--- src/sv/lscs_pkg.sv ---
// Shared constants, types and state encodings of the line segment cell selector.
`default_nettype none

package lscs_pkg;

  // Width of a coordinate, signed Q16.16 at its nominal value.
  localparam int COORD_WIDTH = 32;
  localparam int INV_WIDTH   = 48;
  localparam int CFG_WIDTH   = (COORD_WIDTH > INV_WIDTH) ? COORD_WIDTH : INV_WIDTH;
  localparam int CFG_INDEX_W = 3;

  // Difference of two coordinates, product of two differences, its magnitude.
  localparam int DIFF_W = COORD_WIDTH + 1;
  localparam int MAG_W  = 2 * DIFF_W;

  // Operand halves of the partial-product multipliers in the back end.
  localparam int HALF_A = MAG_W / 2;
  localparam int HALF_B = INV_WIDTH / 2;
  localparam int PP_W   = HALF_A + HALF_B;
  localparam int PROD_W = MAG_W + INV_WIDTH;

  // Result scaling: both products carry a 2^-72 scale, outputs keep 16 fraction bits.
  localparam int FRAC_SHIFT = 56;
  localparam int ONE_T_BIT  = 72;
  localparam int SAT_BIT    = 88;
  localparam int ACC_W      = (PROD_W > SAT_BIT + 1) ? PROD_W : SAT_BIT + 1;

  localparam int INDEX_W = 32;
  localparam int POS_W   = ONE_T_BIT - FRAC_SHIFT + 1;
  localparam int DIST_W  = SAT_BIT - FRAC_SHIFT;

  localparam logic [ACC_W-1:0] ONE_T = {{(ACC_W-1){1'b0}}, 1'b1} << ONE_T_BIT;

  // Configuration register indexes.
  localparam logic [CFG_INDEX_W-1:0] REG_START_X   = 3'd0;
  localparam logic [CFG_INDEX_W-1:0] REG_START_Y   = 3'd1;
  localparam logic [CFG_INDEX_W-1:0] REG_END_X     = 3'd2;
  localparam logic [CFG_INDEX_W-1:0] REG_END_Y     = 3'd3;
  localparam logic [CFG_INDEX_W-1:0] REG_INV_LEN_SQ = 3'd4;
  localparam logic [CFG_INDEX_W-1:0] REG_INV_LEN   = 3'd5;

  // Item kinds.
  localparam logic FUNC_VERTEX   = 1'b0;
  localparam logic FUNC_CENTROID = 1'b1;

  // Candidate queue between front and back end; depth is a power of two.
  localparam int QUEUE_DEPTH = 2;
  localparam int QPTR_W      = $clog2(QUEUE_DEPTH);

  typedef struct packed {
    logic [INDEX_W-1:0] idx;
    logic [MAG_W-1:0]   dot_mag;
    logic [MAG_W-1:0]   cross_mag;
  } cand_t;

  typedef struct packed {
    logic full;
    logic empty;
  } queue_status_t;

  typedef enum logic [2:0] {
    FR_IDLE,
    FR_P0,
    FR_P1,
    FR_CROSS,
    FR_P3,
    FR_DOT,
    FR_PUSH
  } front_state_t;

  typedef enum logic [1:0] {
    BK_IDLE,
    BK_MUL,
    BK_ACC,
    BK_FINISH
  } back_state_t;

endpackage

`default_nettype wire

--- src/sv/lscs_front.sv ---
// Front end: accepts items, forms the cross and dot products, tracks cell sides.
`default_nettype none

module lscs_front (
  input  wire logic                                  clk,
  input  wire logic                                  rst,
  input  wire logic                                  in_valid,
  output logic                                       in_stall,
  input  wire logic                                  func,
  input  wire logic signed [lscs_pkg::COORD_WIDTH-1:0] coord_x,
  input  wire logic signed [lscs_pkg::COORD_WIDTH-1:0] coord_y,
  input  wire logic signed [lscs_pkg::COORD_WIDTH-1:0] start_x,
  input  wire logic signed [lscs_pkg::COORD_WIDTH-1:0] start_y,
  input  wire logic signed [lscs_pkg::COORD_WIDTH-1:0] end_x,
  input  wire logic signed [lscs_pkg::COORD_WIDTH-1:0] end_y,
  input  wire logic [lscs_pkg::INV_WIDTH-1:0]        inv_length_squared,
  input  wire logic [lscs_pkg::INV_WIDTH-1:0]        inv_length,
  output logic                                       push_valid,
  output lscs_pkg::cand_t                            push_data,
  input  wire lscs_pkg::queue_status_t               q_status
);

  localparam int CW    = lscs_pkg::COORD_WIDTH;
  localparam int DW    = lscs_pkg::DIFF_W;
  localparam int MW    = lscs_pkg::MAG_W;

  lscs_pkg::front_state_t state, state_next;

  logic signed [DW-1:0] abx, aby, dx, dy;
  logic signed [DW-1:0] mul_a, mul_b;
  logic signed [MW-1:0] mul_p, pa, pb;
  logic [MW:0]          cross_w, dot_w, cross_abs, dot_abs;
  logic                 func_r;
  logic                 seen_nonnegative, seen_negative;
  logic [lscs_pkg::INDEX_W-1:0] cell_counter;
  logic [MW-1:0]        cross_mag;
  logic                 vertex_neg, cand_ok;
  logic                 use_dx, use_abx;

  // Segment direction, refreshed every cycle from the configuration registers.
  always_ff @(posedge clk) begin
    abx <= $signed({end_x[CW-1], end_x}) - $signed({start_x[CW-1], start_x});
    aby <= $signed({end_y[CW-1], end_y}) - $signed({start_y[CW-1], start_y});
  end

  assign mul_a = use_dx ? dx : dy;
  assign mul_b = use_abx ? abx : aby;
  assign mul_p = mul_a * mul_b;

  assign cross_w   = {pa[MW-1], pa} - {pb[MW-1], pb};
  assign dot_w     = {pa[MW-1], pa} + {pb[MW-1], pb};
  assign cross_abs = cross_w[MW] ? (~cross_w + 1'b1) : cross_w;
  assign dot_abs   = dot_w[MW] ? (~dot_w + 1'b1) : dot_w;

  // A vertex lies below the line only when the scaled distance is nonzero.
  assign vertex_neg = cross_w[MW] && (inv_length != '0);
  // A negative projection rules the cell out before any long multiplication.
  assign cand_ok = seen_nonnegative && seen_negative &&
                   !(dot_w[MW] && (inv_length_squared != '0));

  always_comb begin
    state_next = state;
    case (state)
      lscs_pkg::FR_IDLE:  if (in_valid) state_next = lscs_pkg::FR_P0;
      lscs_pkg::FR_P0:    state_next = lscs_pkg::FR_P1;
      lscs_pkg::FR_P1:    state_next = lscs_pkg::FR_CROSS;
      lscs_pkg::FR_CROSS: begin
        state_next = (func_r == lscs_pkg::FUNC_CENTROID) ? lscs_pkg::FR_P3 : lscs_pkg::FR_IDLE;
      end
      lscs_pkg::FR_P3:    state_next = lscs_pkg::FR_DOT;
      lscs_pkg::FR_DOT:   state_next = cand_ok ? lscs_pkg::FR_PUSH : lscs_pkg::FR_IDLE;
      lscs_pkg::FR_PUSH:  if (!q_status.full) state_next = lscs_pkg::FR_IDLE;
      default:            state_next = lscs_pkg::FR_IDLE;
    endcase
  end

  always_comb begin
    in_stall   = 1'b1;
    push_valid = 1'b0;
    use_dx     = 1'b1;
    use_abx    = 1'b0;
    case (state)
      lscs_pkg::FR_IDLE:  in_stall = 1'b0;
      lscs_pkg::FR_P0:    begin use_dx = 1'b1; use_abx = 1'b0; end
      lscs_pkg::FR_P1:    begin use_dx = 1'b0; use_abx = 1'b1; end
      lscs_pkg::FR_CROSS: begin use_dx = 1'b1; use_abx = 1'b1; end
      lscs_pkg::FR_P3:    begin use_dx = 1'b0; use_abx = 1'b0; end
      lscs_pkg::FR_DOT:   ;
      lscs_pkg::FR_PUSH:  push_valid = 1'b1;
      default:            ;
    endcase
  end

  always_ff @(posedge clk) begin
    if (rst) begin
      state            <= lscs_pkg::FR_IDLE;
      seen_nonnegative <= 1'b0;
      seen_negative    <= 1'b0;
      cell_counter     <= '0;
    end else begin
      state <= state_next;
      if (state == lscs_pkg::FR_CROSS && func_r == lscs_pkg::FUNC_VERTEX) begin
        if (vertex_neg) seen_negative <= 1'b1;
        else            seen_nonnegative <= 1'b1;
      end
      if (state == lscs_pkg::FR_DOT) begin
        seen_nonnegative <= 1'b0;
        seen_negative    <= 1'b0;
        cell_counter     <= cell_counter + 1'b1;
      end
    end
  end

  always_ff @(posedge clk) begin
    if (state == lscs_pkg::FR_IDLE && in_valid) begin
      dx     <= $signed({coord_x[CW-1], coord_x}) - $signed({start_x[CW-1], start_x});
      dy     <= $signed({coord_y[CW-1], coord_y}) - $signed({start_y[CW-1], start_y});
      func_r <= func;
    end
    case (state)
      lscs_pkg::FR_P0:    pa <= mul_p;
      lscs_pkg::FR_P1:    pb <= mul_p;
      lscs_pkg::FR_CROSS: begin
        pa        <= mul_p;
        cross_mag <= cross_abs[MW-1:0];
      end
      lscs_pkg::FR_P3:    pb <= mul_p;
      lscs_pkg::FR_DOT:   begin
        push_data.idx       <= cell_counter;
        push_data.dot_mag   <= dot_abs[MW-1:0];
        push_data.cross_mag <= cross_mag;
      end
      default: ;
    endcase
  end

endmodule

`default_nettype wire

--- config.mk ---
export PLATFORM = sky130hd
export DESIGN_NAME = lscs_front
export DESIGN_NICKNAME = d
export VERILOG_FILES = /design/src/sv/lscs_pkg.sv /design/src/sv/lscs_front.sv
export SDC_FILE = /design/constraint.sdc
export NUM_CORES = 2
export LEC_CHECK = 0
export BUFFER_PORTS_ARGS = -buffer_cell sky130_fd_sc_hd__buf_2
export CORE_MARGIN = 10
export CORE_UTILIZATION = 50
export CTS_BUF_LIST = sky130_fd_sc_hd__clkbuf_16
export CTS_CLUSTER_SIZE = 16
export DETAILED_ROUTE_END_ITERATION = 8
export HOLD_SLACK_MARGIN = 0.05
export PLACE_DENSITY_LB_ADDON = 0.1
export SLEW_MARGIN = 10
export SYNTH_ARGS = -nofsm -noshare
export SYNTH_HDL_FRONTEND = slang
export SYNTH_SLANG_ARGS = --single-unit
--- constraint.sdc ---
create_clock -name clk -period 19 [get_ports clk]
set_clock_uncertainty 0.2 [all_clocks]
set_input_delay 2.85 -clock clk [delete_from_list [all_inputs] [get_ports clk]]
set_output_delay 2.85 -clock clk [all_outputs]
set_load 0.01 [all_outputs]
==> results_dict.tcl <==
set metrics [dict create \
    synthMuxAreaShare 0.01908 \
    synth_warnings 0 \
    status "finished, final reports clean" \
    cts_max_path_buffers 3 \
    grt_overflow 0 \
    drive_above_1_share 0.1020 \
    synth_xor_area_frac 0.05152 \
    synth_fa_ha_area_frac 0.4030 \
    max_clock_freq_mhz 77.78 \
    wl_per_cell_um 21.99 \
    synth_seq_cells 532 \
    grtUsageTotal 0.2725 \
    required_ns 19.19 \
    vias_per_cell 5.563 \
    port_buffers 458 \
    ios 460 \
    critPathLaunchType "register" \
    r2r-end "pb[63]" \
    setup_violations 0 \
    postCtsSetupRepairBufs 0 \
    cp-startpoint "state[1]" \
    dpl_cell_area_um2 76610 \
    synth_top_family_by_area "adder cells" \
    antenna_found_initial 1 \
    clk_latency_ns 0.67 \
    cts.reportedPaths.clkPinSlew_ns 0.06 \
    reg2reg_from "state[1]" \
    synth_area_um2 72080 \
    avgSynthCellArea_um2 9.474 \
    crit_top_cell "fa_1" \
    worstSetupEndpoint "pb[63]" \
    wirelength_um 217900 \
    yosysUniqueCellTypes 114 \
    fin_area_um2 78370 \
    rows 139 \
    vias 55130 \
    reg2regPathDepth 28 \
    hpwl_um 176800 \
    grt_setup_unrepaired "false" \
    synth_ff_type "edfxtp_1" \
    nets 9882 \
    slew_viol_final 0 \
    ant_nets 0 \
    synth_compound_area_frac 0.09683 \
    ys_async_sr_fraction 0 \
    cpPeakStageDelay_ns 1.04 \
    max-slew-margin-rel 0.1963 \
    drc 0 \
    fin_setup_tns_ns 0 \
    numCtsBuffers 56 \
    finalCriticalPeriod_ns 12.86 \
    final_cell_mix "inv_1, fa_1, nor2_1" \
    critPathCaptureType "register" \
    die_area_um2 159700 \
    path_class "reg -> reg" \
    fin_cells 9911 \
    ys_seq_area_frac 0.2073 \
    min_period_over_period 0.6767 \
    cts_tree "built" \
    ctsResizeCount 0 \
    cts_hold_buf 0 \
    die_w_um 399.7 \
    clock-root-buffer "clkbuf_16" \
    r2r_setup_slack_ns 6.14 \
    grt_pass1_vias 57060 \
    cts_htree_levels 2 \
    drv_cap 0 \
    hold_viol_final 0 \
    gp_congestion 0.9639 \
    crit_arrival_ns 13.04 \
    tightest_slew_ns 1.182 \
    synth_fp_nets 9533 \
    grt_pass1_wl_um 336200 \
    firstDrtPassIters 6 \
    cts_sinks 532 \
    grt_max_degree 99 \
    syn_to_final_growth_pct 8.727 \
    die_h_um 399.7 \
    synth_enable_flop_cells 429 \
    core_area_um2 143500 \
    critPathMaxFanout 98 \
    final_common_cell "inv_1" \
    synthSimpleGateAreaFrac 0.1338 \
    start_util 0.5023 \
    netlist_instances 7608 \
    first_iter_violations 3760 \
    crit_slowest_cell "fa_1" \
    hold_class "reg -> reg" \
    dp.cells 9802 \
]
==> cell families after synthesis <==
family | count (synthesis)
simple gates | 2168
buf+inv | 1659
fa+ha+maj | 1631
compound gates | 1065
flops | 532
xor+xnor | 424
mux | 129
==> sequential cells by signal (all words and copies together), names as in the netlist <==
| name | flops |
|---|---|
| push_data | 164 |
| cross_mag | 66 |
| pa | 66 |
| pb | 66 |
| abx | 33 |
| aby | 33 |
| dx | 33 |
| dy | 33 |
| cell_counter | 32 |
| state | 3 |
| func_r | 1 |
| seen_negative | 1 |
| seen_nonnegative | 1 |
==> metal layers <==
metal | vias up | track usage | routed length, µm | part of all wire
met4 | 2 | 0.08888 | 8479 | 0.039
met2 | 2067 | 0.4289 | 96520 | 0.44
met3 | 395 | 0.05784 | 18530 | 0.085
met1 | 27510 | 0.3750 | 94370 | 0.43
met5 | - | 0 | 10 | 0.000046
li1 | 25160 | - | - | -
==> cells in the mapped netlist, types with 11 or more instances <==
cell type  instances  area (µm²)
a21oi_1          339        1697
a211oi_1          35       262.8
or3_1             38       237.7
o31ai_1           31       232.7
a41oi_1           13       113.9
clkbuf_1         208       780.8
edfxtp_1         429       12880
ha_1             480        6006
nand3_1           90       450.4
mux2_2            60       675.7
nand4_1           63       394.1
mux2i_1           67       670.6
inv_1           1392        5225
xnor2_1          330        2890
nor3_1            87       435.4
buf_1             27       101.4
a21o_1           112       840.8
fa_1            1151       23040
nor4_1            67       419.2
and2_1            34       212.7
nor2_1           882        3311
and3_1            39       244.0
or4_1             14       105.1
o211a_1           11       110.1
o21ai_0          172       860.8
o21bai_1          57       427.9
a31oi_1           56       350.3
o21a_1            40       300.3
o211ai_1          19       142.6
xor2_1            94       823.3
nand2_1          686        2575
or2_2             30       187.7
dfxtp_1          103        2062
nor2b_1           34       212.7
nand2b_1          43       269.0
o41ai_1           13       113.9
a21boi_0          19       142.6
==> worst max-delay path, delay by kind of cell (launching register included) <==
family / cells / cell delay [ns]
buffers and inverters: 3 / 0.51
AND/OR/NAND/NOR: 3 / 0.82
multiplexers: 1 / 0.97
AO/OA/AOI/OAI: 11 / 3.69
XOR/XNOR: 1 / 0.47
flip-flops: 1 / 0.55
adder cells (fa/ha/maj): 9 / 5.20
==> worst min-delay path by stage <==
stage                             start            end  slack (ns)  cells past startpoint
final                     cross_mag[34]  push_data[34]        0.21                      0
after global routing      cross_mag[29]  push_data[29]        0.23                      0
after CTS                 cross_mag[34]  push_data[34]        0.22                      0
after detailed placement  cross_mag[20]  push_data[20]        0.20                      0
after global placement     cross_mag[7]   push_data[7]        0.20                      0
after floorplan            cross_mag[0]   push_data[0]        0.20                      0
==> final cells by class <==
cell class | count | area, µm²
fillers | 13120 | 65120
flip-flops and latches | 532 | 14940
well taps | 1903 | 2381
multi-input cells | 5417 | 51030
repair buffers | 552 | 3010
diodes | 5 | 12.51
inverters | 1398 | 5248
clock buffers | 56 | 1401
clock inverters | 48 | 342.8
==> metrics by stage <==
step	setup WS (ns)	hold slack [ns]	util
final	6.143	0.2146	0.5462
after global routing	5.565	0.2274	0.5461
after CTS	6.392	0.2157	0.5461
after detailed placement	6.430	0.2045	0.5339
after global placement	6.462	0.2042	0.5339
after floorplan	2.367	0.2003	-
Power is not shown: default switching activity piles up to over one toggle a cycle in this logic, so the estimate is an artifact.
