## src/sv/lscs_pkg.sv

```systemverilog
// Shared constants, types and state encodings of the line segment cell selector.
`default_nettype none

package lscs_pkg;

  // Width of a coordinate, signed Q16.16 at its nominal value.
  localparam int COORD_WIDTH = 32;
  localparam int INV_WIDTH   = 48;
  localparam int CFG_WIDTH   = (COORD_WIDTH > INV_WIDTH) ? COORD_WIDTH : INV_WIDTH;
  localparam int CFG_INDEX_W = 3;

  // Difference of two coordinates, product of two differences, its magnitude.
  localparam int DIFF_W = COORD_WIDTH + 1;
  localparam int MAG_W  = 2 * DIFF_W;

  // Operand halves of the partial-product multipliers in the back end.
  localparam int HALF_A = MAG_W / 2;
  localparam int HALF_B = INV_WIDTH / 2;
  localparam int PP_W   = HALF_A + HALF_B;
  localparam int PROD_W = MAG_W + INV_WIDTH;

  // Result scaling: both products carry a 2^-72 scale, outputs keep 16 fraction bits.
  localparam int FRAC_SHIFT = 56;
  localparam int ONE_T_BIT  = 72;
  localparam int SAT_BIT    = 88;
  localparam int ACC_W      = (PROD_W > SAT_BIT + 1) ? PROD_W : SAT_BIT + 1;

  localparam int INDEX_W = 32;
  localparam int POS_W   = ONE_T_BIT - FRAC_SHIFT + 1;
  localparam int DIST_W  = SAT_BIT - FRAC_SHIFT;

  localparam logic [ACC_W-1:0] ONE_T = {{(ACC_W-1){1'b0}}, 1'b1} << ONE_T_BIT;

  // Configuration register indexes.
  localparam logic [CFG_INDEX_W-1:0] REG_START_X   = 3'd0;
  localparam logic [CFG_INDEX_W-1:0] REG_START_Y   = 3'd1;
  localparam logic [CFG_INDEX_W-1:0] REG_END_X     = 3'd2;
  localparam logic [CFG_INDEX_W-1:0] REG_END_Y     = 3'd3;
  localparam logic [CFG_INDEX_W-1:0] REG_INV_LEN_SQ = 3'd4;
  localparam logic [CFG_INDEX_W-1:0] REG_INV_LEN   = 3'd5;

  // Item kinds.
  localparam logic FUNC_VERTEX   = 1'b0;
  localparam logic FUNC_CENTROID = 1'b1;

  // Candidate queue between front and back end; depth is a power of two.
  localparam int QUEUE_DEPTH = 2;
  localparam int QPTR_W      = $clog2(QUEUE_DEPTH);

  typedef struct packed {
    logic [INDEX_W-1:0] idx;
    logic [MAG_W-1:0]   dot_mag;
    logic [MAG_W-1:0]   cross_mag;
  } cand_t;

  typedef struct packed {
    logic full;
    logic empty;
  } queue_status_t;

  typedef enum logic [2:0] {
    FR_IDLE,
    FR_P0,
    FR_P1,
    FR_CROSS,
    FR_P3,
    FR_DOT,
    FR_PUSH
  } front_state_t;

  typedef enum logic [1:0] {
    BK_IDLE,
    BK_MUL,
    BK_ACC,
    BK_FINISH
  } back_state_t;

endpackage

`default_nettype wire

```

## src/sv/lscs_queue.sv

```systemverilog
// Short register queue that carries candidate cells from front to back end.
`default_nettype none

module lscs_queue (
  input  wire logic                    clk,
  input  wire logic                    rst,
  input  wire logic                    push,
  input  wire lscs_pkg::cand_t         push_data,
  input  wire logic                    pop,
  output lscs_pkg::cand_t              pop_data,
  output lscs_pkg::queue_status_t      status
);

  lscs_pkg::cand_t entries [lscs_pkg::QUEUE_DEPTH];

  logic [lscs_pkg::QPTR_W-1:0] wr_ptr, rd_ptr;
  logic [lscs_pkg::QPTR_W:0]   count;
  logic                        do_push, do_pop;

  assign status.full  = (count == (lscs_pkg::QPTR_W + 1)'(lscs_pkg::QUEUE_DEPTH));
  assign status.empty = (count == '0);
  assign do_push      = push && !status.full;
  assign do_pop       = pop && !status.empty;
  assign pop_data     = entries[rd_ptr];

  always_ff @(posedge clk) begin
    if (do_push) entries[wr_ptr] <= push_data;
  end

  always_ff @(posedge clk) begin
    if (rst) begin
      wr_ptr <= '0;
      rd_ptr <= '0;
      count  <= '0;
    end else begin
      if (do_push) wr_ptr <= wr_ptr + 1'b1;
      if (do_pop)  rd_ptr <= rd_ptr + 1'b1;
      case ({do_push, do_pop})
        2'b10:   count <= count + 1'b1;
        2'b01:   count <= count - 1'b1;
        default: count <= count;
      endcase
    end
  end

endmodule

`default_nettype wire

```

## config.mk

```make
export PLATFORM = sky130hd
export DESIGN_NAME = lscs_queue
export DESIGN_NICKNAME = d
export VERILOG_FILES = /design/src/sv/lscs_pkg.sv /design/src/sv/lscs_queue.sv
export SDC_FILE = /design/constraint.sdc
export NUM_CORES = 1
export LEC_CHECK = 0
export BUFFER_PORTS_ARGS = -buffer_cell sky130_fd_sc_hd__buf_2
export CAP_MARGIN = 20
export CORE_AREA = 2 2 182 140
export CTS_CLUSTER_DIAMETER = 50
export DETAILED_ROUTE_END_ITERATION = 10
export DIE_AREA = 0 0 184 142
export MAX_ROUTING_LAYER = met4
export PLACE_DENSITY = 0.76
export SYNTH_ARGS = -nofsm -noshare
export SYNTH_HDL_FRONTEND = slang
export SYNTH_SLANG_ARGS = --single-unit
```

## constraint.sdc

```tcl
create_clock -name clk -period 7.6 [get_ports clk]
set_input_delay 0.76 -clock clk [delete_from_list [all_inputs] [get_ports clk]]
set_output_delay 0.76 -clock clk [all_outputs]
set_load 0.01 [all_outputs]
```

==> results of run 1 <==
## synth_stat cells
library cell / count
xor2_1: 1
xnor2_1: 2
edfxtp_1: 328
a21oi_1: 2
dfxtp_1: 5
inv_2: 1
mux2_2: 164
nand2b_2: 1
o21ai_0: 2
and3_1: 1
buf_2: 18
inv_1: 2
o21a_1: 1
nand2_1: 1
nor2_1: 4
or3_1: 2
ha_1: 1
## metal layers
layer	vias to the layer above	wire [µm]	GRT usage (%)
met4	0	348	4.63
met5	-	0	-
met3	35	2610	7.01
met2	260	11100	28.0
li1	2861	-	-
met1	3031	8900	20.1
## power by group through the flow
stage                     combinational (W)  sequential [W]  clock, W
after global routing                0.00134         0.00243   0.00173
after floorplan                    0.000802         0.00243         0
after global placement              0.00125         0.00243         0
final                               0.00124         0.00240   0.00162
after detailed placement            0.00125         0.00244         0
after CTS                           0.00126         0.00241   0.00167
## registers in the layout, indices dropped and copies added, names as in the netlist, named ones only
name and cells:
wr_ptr 1, count 2, entries 328, rd_ptr 1
## kinds of logic (layout without fill, tap and decap cells)
group | count (synthesis) | after routing | share of synthesized area [%]
compound gates | 5 | 5 | 0.229
xor+xnor | 3 | 3 | 0.219
fa+ha+maj | 1 | 1 | 0.104
buf+inv | 21 | 400 | 0.844
flops | 333 | 333 | 82.8
mux | 164 | 164 | 15.4
other cells | 0 | 5 | 0
simple gates | 9 | 9 | 0.385
## worst min path at each step
stage | end | slack [ns] | cells after the start
after floorplan | wr_ptr$_SDFFE_PP0P_ | 0.45 | 2
after global placement | wr_ptr$_SDFFE_PP0P_ | 0.48 | 2
after detailed placement | wr_ptr$_SDFFE_PP0P_ | 0.50 | 2
after CTS | entries[1][48]$_DFFE_PP_ | 0.42 | 1
after global routing | entries[0][63]$_DFFE_PP_ | 0.42 | 1
final | entries[1][48]$_DFFE_PP_ | 0.45 | 1
## through the flow
stage / utilization (%) / cells
floorplan: - / 536
global placement: 57.5 / 1168
detailed placement: 57.5 / 1168
CTS: 62.0 / 1227
global route: 62.1 / 1230
finish: 62.1 / 1232
## critical path, cell delays in order (launching register included)
cell and delay [ns]:
dfxtp_4 0.61, buf_4 0.81, mux2_2 0.42, buf_2 0.15
## cell type report
cell class	count	share of cell area (%)
multi-input cells	182	13.0
clock buffers	48	6.39
clock inverters	11	0.901
repair buffers	338	11.3
inverters	3	0.107
flip-flops and latches	333	65.7
diodes	5	0.0826
well taps	312	2.58
==> impl_metrics.yaml, run 1 <==
drt:
  drt_pass1_iterations: 4
  routed_wl_mm: 23.0
  first_iter_violations: 288
  ant_nets: 0
  drcViolationCount: 0
  viasPerCell: 5.02
  route.detailed.wl_per_inst_um: 18.7
  dr_total_vias: 6187
grt:
  grt_pass1_vias: 6437
  grt_overflow: 0
  grt_pass1_wl_mm: 33.2
  grt_max_degree: 90
  grt_antenna_before_repair: 3
  track_usage_pct: 17.3
synth:
  syn_avg_cell_area_um2: 22.4
  yosysWarnings: 0
  syn_inst: 536
  synthDistinctLibCells: 17
  synth_top_area_share_pct: 82.0
  syn_area_um2: 12000
  synth_fp_nets: 705
  synth_seq_cells: 333
  yosysTopAreaCell: "edfxtp_1"
  yosys-top-cells-area: "edfxtp_1 (82%), mux2_2 (15%), dfxtp_1 (0.83%)"
  synth_seq_area_share_pct: 82.8
place:
  hpwlAfterDp_mm: 15.1
  post-place-ws_ns: 4.18
  io_buffers: 333
  placed_area_um2: 14000
  place_congestion: 0.732
final_layout:
  fin_area_um2: 15100
  drive_gt1_share_pct: 60.0
  filler_cell_count: 1766
  layout_commonest_cell: "buf_2"
  ff_latch_area_um2: 9950
  finalNetCount: 1061
  most-common-layout-cells: "buf_2 (333), edfxtp_1 (328), mux2_2 (164)"
  multi_input_area_um2: 1960
  area_delta_synth_final_pct: 26.1
timing:
  maxSlewViolCount: 0
  finalSetupViolations: 0
  post-route-min-period_ns: 3.32
  worstMarginPinSlew_ns: 1.11
  setup-tns-final_ns: 0
  hold_violations: 0
  finalCritPeriodShare_pct: 43.7
  skew_ns: 0.0128
  rsz0062_at_grt: "no"
  fin_ws_ns: 4.28
  hold_ws_ns: 0.448
  relSlewSlack_pct: 26.1
  fmax_mhz: 301
clocking:
  numCtsBuffers: 34
  cts_root_buf: "clkbuf_16"
  clockBufferDepth: 3
  cts_tree: "yes"
  cts_max_level: 2
  postCtsSetupBuffers: 0
  clock_latency_ns: 0.50
  cts_sinks: 333
  clk_pin_slew_ns: 0.06
  post_cts_resized: 0
  hold_buffers: 0
worst_setup_path:
  reg2reg_from: "count[0]$_SDFFE_PP0P_"
  reg2reg_setup_slack_ns: 4.49
  crit_arrival_ns: 2.56
  crit_path_end: "pop_data[8]"
  r2r_cells: 5
  endpoint_kind: "output pin"
  cp.required_ns: 6.84
  crit_path_start_kind: "flip-flop"
  crit_path_max_fanout: 73
  crit_type: "flip-flop to output pin"
  r2r-end: "entries[0][74]$_DFFE_PP_"
floorplan:
  die_w_um: 184
  coreArea_um2: 24400
  die-area_um2: 26100
  ios: 334
  start_util_pct: 49.2
  die_h_um: 142
  rows: 50
power_and_ir_drop:
  total_power_w: 0.00526
  combPwrFrac_pct: 23.6
  power_frac_seq_pct: 45.6
  p_sw_share_pct: 26.2
  internal-power_w: 0.00388
  vdd_drop_max_mv: 0.243
  p_leak_nw: 5.63
  p_switching_w: 0.00138
  power_frac_clock_pct: 30.8
  p_per_area_nw_per_um2: 348
min_path:
  hp-class: "primary input to flip-flop"
  hp-start: "push_data[48]"
outcome:
  status: "finished, final reports clean"
flow_run:
  maxCapViolations: 0
Power figures use the tool's default switching activity.
==> run 2: changes to the inputs <==
- ABC_AREA: default -> 1
- CORE_AREA: 2 2 182 140 -> 2 2 184 141
- DIE_AREA: 0 0 184 142 -> 0 0 186 143
- clock period: 7.6 -> 3.14 ns (I/O delays scaled with it)
==> run 2 against run 1 <==
Via count grew 12%. Register-to-register slack got worse by 3.5 ns. Synthesized cell count rose by 2.6%. Highest routed layer unchanged. Die area rose by 1.8%. Global-route usage is 1.9 points higher. Largest power group unchanged. Largest cell class unchanged. Area after synthesis up 1.4%. Power grew 130%. Utilization rose by 6.0 points.
==> impl_metrics.yaml, run 2 <==
drt:
  drcViolationCount: 0
  routed_wl_mm: 25.9
  route.detailed.wl_per_inst_um: 18.3
  viasPerCell: 4.89
  first_iter_violations: 326
  dr_total_vias: 6917
  ant_nets: 0
  drt_pass1_iterations: 5
place:
  place_congestion: 0.754
  io_buffers: 333
  post-place-ws_ns: 0.995
  hpwlAfterDp_mm: 15.3
final_layout:
  reg_top3: "entries (328), count (2)"
  finalNetCount: 1220
  filler_cell_count: 1584
  largest_reg_flops: 328
  area_delta_synth_final_pct: 38.2
  regMostFlops: "entries"
  most-common-layout-cells: "buf_2 (333), edfxtp_1 (328), mux2_2 (164)"
  layout_commonest_cell: "buf_2"
  drive_gt1_share_pct: 52.9
synth:
  synthArstFlopShare_pct: 0
  yosysTopAreaCell: "edfxtp_1"
  yosys-top-cells-area: "edfxtp_1 (81%), mux2_2 (15%), clkbuf_8 (1.5%)"
  synth_top_area_share_pct: 80.9
  synthDistinctLibCells: 12
  synth-edff-count: 328
  synth.top_cells.by_count: "edfxtp_1 (328), mux2_2 (164), nor2_1 (14)"
  synth_seq_cells: 333
  synth_ff_type: "edfxtp_1"
  syn_avg_cell_area_um2: 22.1
  syn_area_um2: 12200
  yosysWarnings: 0
  syn_inst: 550
  synth_fp_nets: 719
  yosysMostFrequentCell: "edfxtp_1"
  synth_seq_area_share_pct: 81.7
clocking:
  cts_root_buf: "clkbuf_16"
  cts_tree: "yes"
  cts_max_level: 2
  clk_pin_slew_ns: 0.06
  postCtsSetupBuffers: 0
  numCtsBuffers: 34
  clock_latency_ns: 0.49
  clockBufferDepth: 3
  cts_sinks: 333
floorplan:
  die_h_um: 143
  die-area_um2: 26600
  coreArea_um2: 24700
  ios: 334
  start_util_pct: 49.3
  die_w_um: 186
  rows: 50
timing:
  relSlewSlack_pct: 45.7
  hold_violations: 0
  post-route-min-period_ns: 2.32
  finalCritPeriodShare_pct: 73.9
  skew_ns: 0.0188
  rsz0062_at_grt: "no"
  finalSetupViolations: 0
  fmax_mhz: 431
  fin_ws_ns: 0.818
  worstMarginPinSlew_ns: 0.812
  maxSlewViolCount: 0
grt:
  met1_usage_pct: 23.5
  grt_max_degree: 86
  grt_pass1_wl_mm: 37.8
  track_usage_pct: 19.2
  grt_antenna_before_repair: 3
  grt_overflow: 0
  met3_usage_pct: 4.92
  top_usage_layer: "met2"
  grt_pass1_vias: 7266
  use_met2_pct: 31.7
worst_setup_path:
  crit_arrival_ns: 2.01
  crit_type: "flip-flop to output pin"
  crit_path_start_kind: "flip-flop"
  cp.required_ns: 2.83
  crit_path_max_fanout: 53
  endpoint_kind: "output pin"
flow_run:
  maxCapViolations: 0
power_and_ir_drop:
  total_power_w: 0.0120
  p_leak_nw: 6.36
  vdd_drop_max_mv: 0.477
  p_per_area_nw_per_um2: 711
min_path:
  hp-class: "primary input to flip-flop"
outcome:
  status: "finished, final reports clean"
[run 2: path summary, 6_finish.rpt]
path	from	end	slack [ns]	cells past startpoint
max	flip-flop	pop_data[1]	0.82	3
min	push_data[94]	entries[0][94]$_DFFE_PP_	0.02	1
max reg2reg	count[1]$_SDFFE_PP0P_	entries[1][148]$_DFFE_PP_	1.02	6
min reg2reg	rd_ptr$_SDFFE_PP0P_	rd_ptr$_SDFFE_PP0P_	0.51	2
[run 2: logic make-up after synthesis]
family	share of synthesized area, %
flops	81.7
mux	15.2
buf+inv	2.21
simple gates	0.730
compound gates	0.0821
fa+ha+maj	0.103
[run 2: where the power goes]
part	leakage [nW]	total (W)	internal (W)	switching [W]
sequential	3.11	0.00557	0.00544	0.000137
clock	0.577	0.00417	0.00262	0.00155
combinational	2.67	0.00222	0.00106	0.00116
[run 2: worst max-delay path, cell delays in order (launching register included)]
cell	delay, ns
dfxtp_4	0.60
buf_12	0.33
mux2_2	0.40
buf_2	0.14
[run 2: repair_timing]
| action | in CTS | in global routing |
|---|---|---|
| hold endpoints to repair | 272 | 2 |
| hold buffers | 137 | 1 |
| setup endpoints to repair | 0 | 0 |
| resized for setup | 0 | 0 |
[run 2: per-stage QoR]
stage	util, %	cell area [µm²]	std cells	hold slack [ns]	setup TNS, ns
2_1_floorplan	-	12200	550	0.413	-104.28
3_3_place_gp	57.7	14300	1215	0.479	0
3_5_place_dp	57.7	14300	1215	0.496	0
4_1_cts	68.0	16800	1410	0.000165	0
5_1_grt	68.1	16800	1414	0.000243	0
6_report	68.1	16800	1414	0.0218	0
[run 2: layout make-up]
class	instances	area (µm²)	share of cell area [%]
Antenna cell	3	7.51	0.0446
Clock buffer	41	941	5.59
Tap cell	338	423	2.51
Inverter	9	37.5	0.223
Timing Repair Buffer	483	3250	19.3
Sequential cell	333	9960	59.2
Multi-Input combinational cell	190	1980	11.8
Clock inverter	17	233	1.38
[run 2: routing by layer]
layer  wire, µm  share of wire [%]
met1      10100                 39
met2      12900                 50
met3       2350                9.1
met4        507                2.0
met5          0                  0
==> run 3: changes to the inputs <==
- clock period: 3.14 -> 2.4 ns (I/O delays scaled with it)
==> run 3 against run 2 <==
Via count is 1.5% higher. Register-to-register slack lost 0.33 ns. Flip-flop and latch count did not move. Power up 27%. Critical path type unchanged.
==> impl_metrics.yaml, run 3 (synthesis gave the netlist of run 2 again) <==
timing:
  rsz0062_at_grt: "no"
  fmax_mhz: 474
  finalCritPeriodShare_pct: 87.9
  worstMarginPinSlew_ns: 0.510
  relSlewSlack_pct: 66.0
  post-route-min-period_ns: 2.11
  setup-tns-final_ns: 0
  skew_ns: 0.0144
  finalSetupViolations: 0
  maxSlewViolCount: 0
  hold_violations: 0
  fin_ws_ns: 0.290
worst_setup_path:
  cp_num_buf_inv: 2
  crit_path_start_kind: "flip-flop"
  critical-path-top-delay-family: "buffers and inverters"
  crit_arrival_ns: 1.87
  crit_chain: "buf_12 -> mux2_2 -> buf_2"
  cp.required_ns: 2.16
  endpoint_kind: "output pin"
  crit_path_max_incr_delay_ns: 0.41
  crit_slowest_cell: "mux2_2"
  crit_type: "flip-flop to output pin"
  crit_path_max_fanout: 85
grt:
  grt_max_degree: 86
  grt_antenna_before_repair: 3
  grt_overflow: 0
  grt_pass1_vias: 7522
  track_usage_pct: 20.1
  grt_pass1_wl_mm: 39.5
final_layout:
  finalNetCount: 1249
  most-common-layout-cells: "buf_2 (333), edfxtp_1 (328), mux2_2 (164), dlygate4sd3_1 (164), clkbuf_16 (37)"
  drive_gt1_share_pct: 51.0
  layout_commonest_cell: "buf_2"
  regMostFlops: "entries"
  area_delta_synth_final_pct: 39.6
  ff_latch_area_um2: 9960
  multi_input_area_um2: 1980
  fin_util_pct: 68.8
  filler_cell_count: 1549
  largest_reg_flops: 328
  reg_top3: "entries (328), count (2)"
floorplan:
  die_h_um: 143
  die-area_um2: 26600
  ios: 334
  rows: 50
  die_w_um: 186
  coreArea_um2: 24700
  start_util_pct: 49.3
flow_run:
  maxCapViolations: 0
power_and_ir_drop:
  p_leak_nw: 6.41
  p_sw_share_pct: 25.0
  power_frac_seq_pct: 47.8
  internal-power_w: 0.0114
  combPwrFrac_pct: 20.1
  vdd_drop_max_mv: 0.719
  p_per_area_nw_per_um2: 893
  p_switching_w: 0.00379
  power_frac_clock_pct: 32.1
drt:
  viasPerCell: 4.85
  first_iter_violations: 339
  ant_nets: 0
  drt_pass1_iterations: 5
  dr_total_vias: 7021
  route.detailed.wl_per_inst_um: 18.5
  routed_wl_mm: 26.7
  drcViolationCount: 0
place:
  hpwlAfterDp_mm: 15.8
  io_buffers: 333
  place_congestion: 0.729
  post-place-ws_ns: 0.685
clocking:
  clk_pin_slew_ns: 0.06
  cts_tree: "yes"
  clock_latency_ns: 0.50
  post_cts_resized: 0
  numCtsBuffers: 35
  cts_sinks: 333
  cts_max_level: 2
  clockBufferDepth: 3
  cts_root_buf: "clkbuf_16"
outcome:
  status: "finished, final reports clean"
min_path:
  hp-class: "primary input to flip-flop"
## run 3: changes by cell type in the layout (fill, tap and decap cells not counted), sizes merged
cell         change
clkinvlp         +2
buf              +2
clkbuf           +7
dlygate4sd3     +26
clkinv           -1
diode            +1
inv              +2
bufinv           -6
## run 3: final timing paths
kind,startpoint,slack (ns),depth (start not counted),end
worst max-delay path,flip-flop,0.29,3,pop_data[162]
worst min register to register,rd_ptr$_SDFFE_PP0P_,0.51,2,rd_ptr$_SDFFE_PP0P_
worst min-delay path,rst,0.03,4,count[1]$_SDFFE_PP0P_
worst max register to register,count[1]$_SDFFE_PP0P_,0.69,6,entries[0][3]$_DFFE_PP_
## run 3: tightest hold or removal path, cell delays in order
cell     delay (ns)
buf_2          0.08
inv_1          0.07
nand2_1        0.07
nor2_1         0.04
## run 3: layout make-up
| class | instances | area share [%] |
|---|---|---|
| multi-input combinational | 190 | 11.7 |
| sequential | 333 | 58.6 |
| antenna | 4 | 0.0589 |
| inverter | 9 | 0.221 |
| timing repair buffer | 511 | 20.9 |
| clock inverter | 14 | 0.427 |
| clock buffer | 48 | 5.69 |
| tap | 338 | 2.49 |
## run 3: power groups by stage
stage          clock network (W)  logic [W]  registers (W)
6_report                 0.00488    0.00305        0.00726
5_1_grt                  0.00522    0.00326        0.00732
4_1_cts                  0.00501    0.00303        0.00726
3_5_place_dp                   0    0.00280        0.00738
3_3_place_gp                   0    0.00278        0.00734
2_1_floorplan                  0    0.00174        0.00738
## run 3: repair_timing
item / in CTS / in global routing
hold buffers: 164 / 0
buffers inserted: 0 / 0
hold endpoints to repair: 328 / 0
setup endpoints to repair: 0 / 0
## run 3: through the flow
step	hold slack (ns)	instance area (µm²)	power [W]	std cells
6_report	0.0337	17000	0.0152	1447
5_1_grt	0.0423	17000	0.0158	1446
4_1_cts	0.00239	17000	0.0153	1443
3_5_place_dp	0.431	14300	0.0102	1217
3_3_place_gp	0.427	14300	0.0101	1217
2_1_floorplan	0.339	12200	0.00912	550
## run 3: per-layer routing
| metal | vias to the layer above | global-route usage [%] | wire length (µm) |
|---|---|---|---|
| met5 | - | - | 0 |
| met2 | 300 | 33.7 | 13300 |
| met3 | 58 | 5.38 | 2240 |
| li1 | 3236 | - | - |
| met4 | 0 | 6.71 | 627 |
| met1 | 3427 | 23.6 | 10600 |
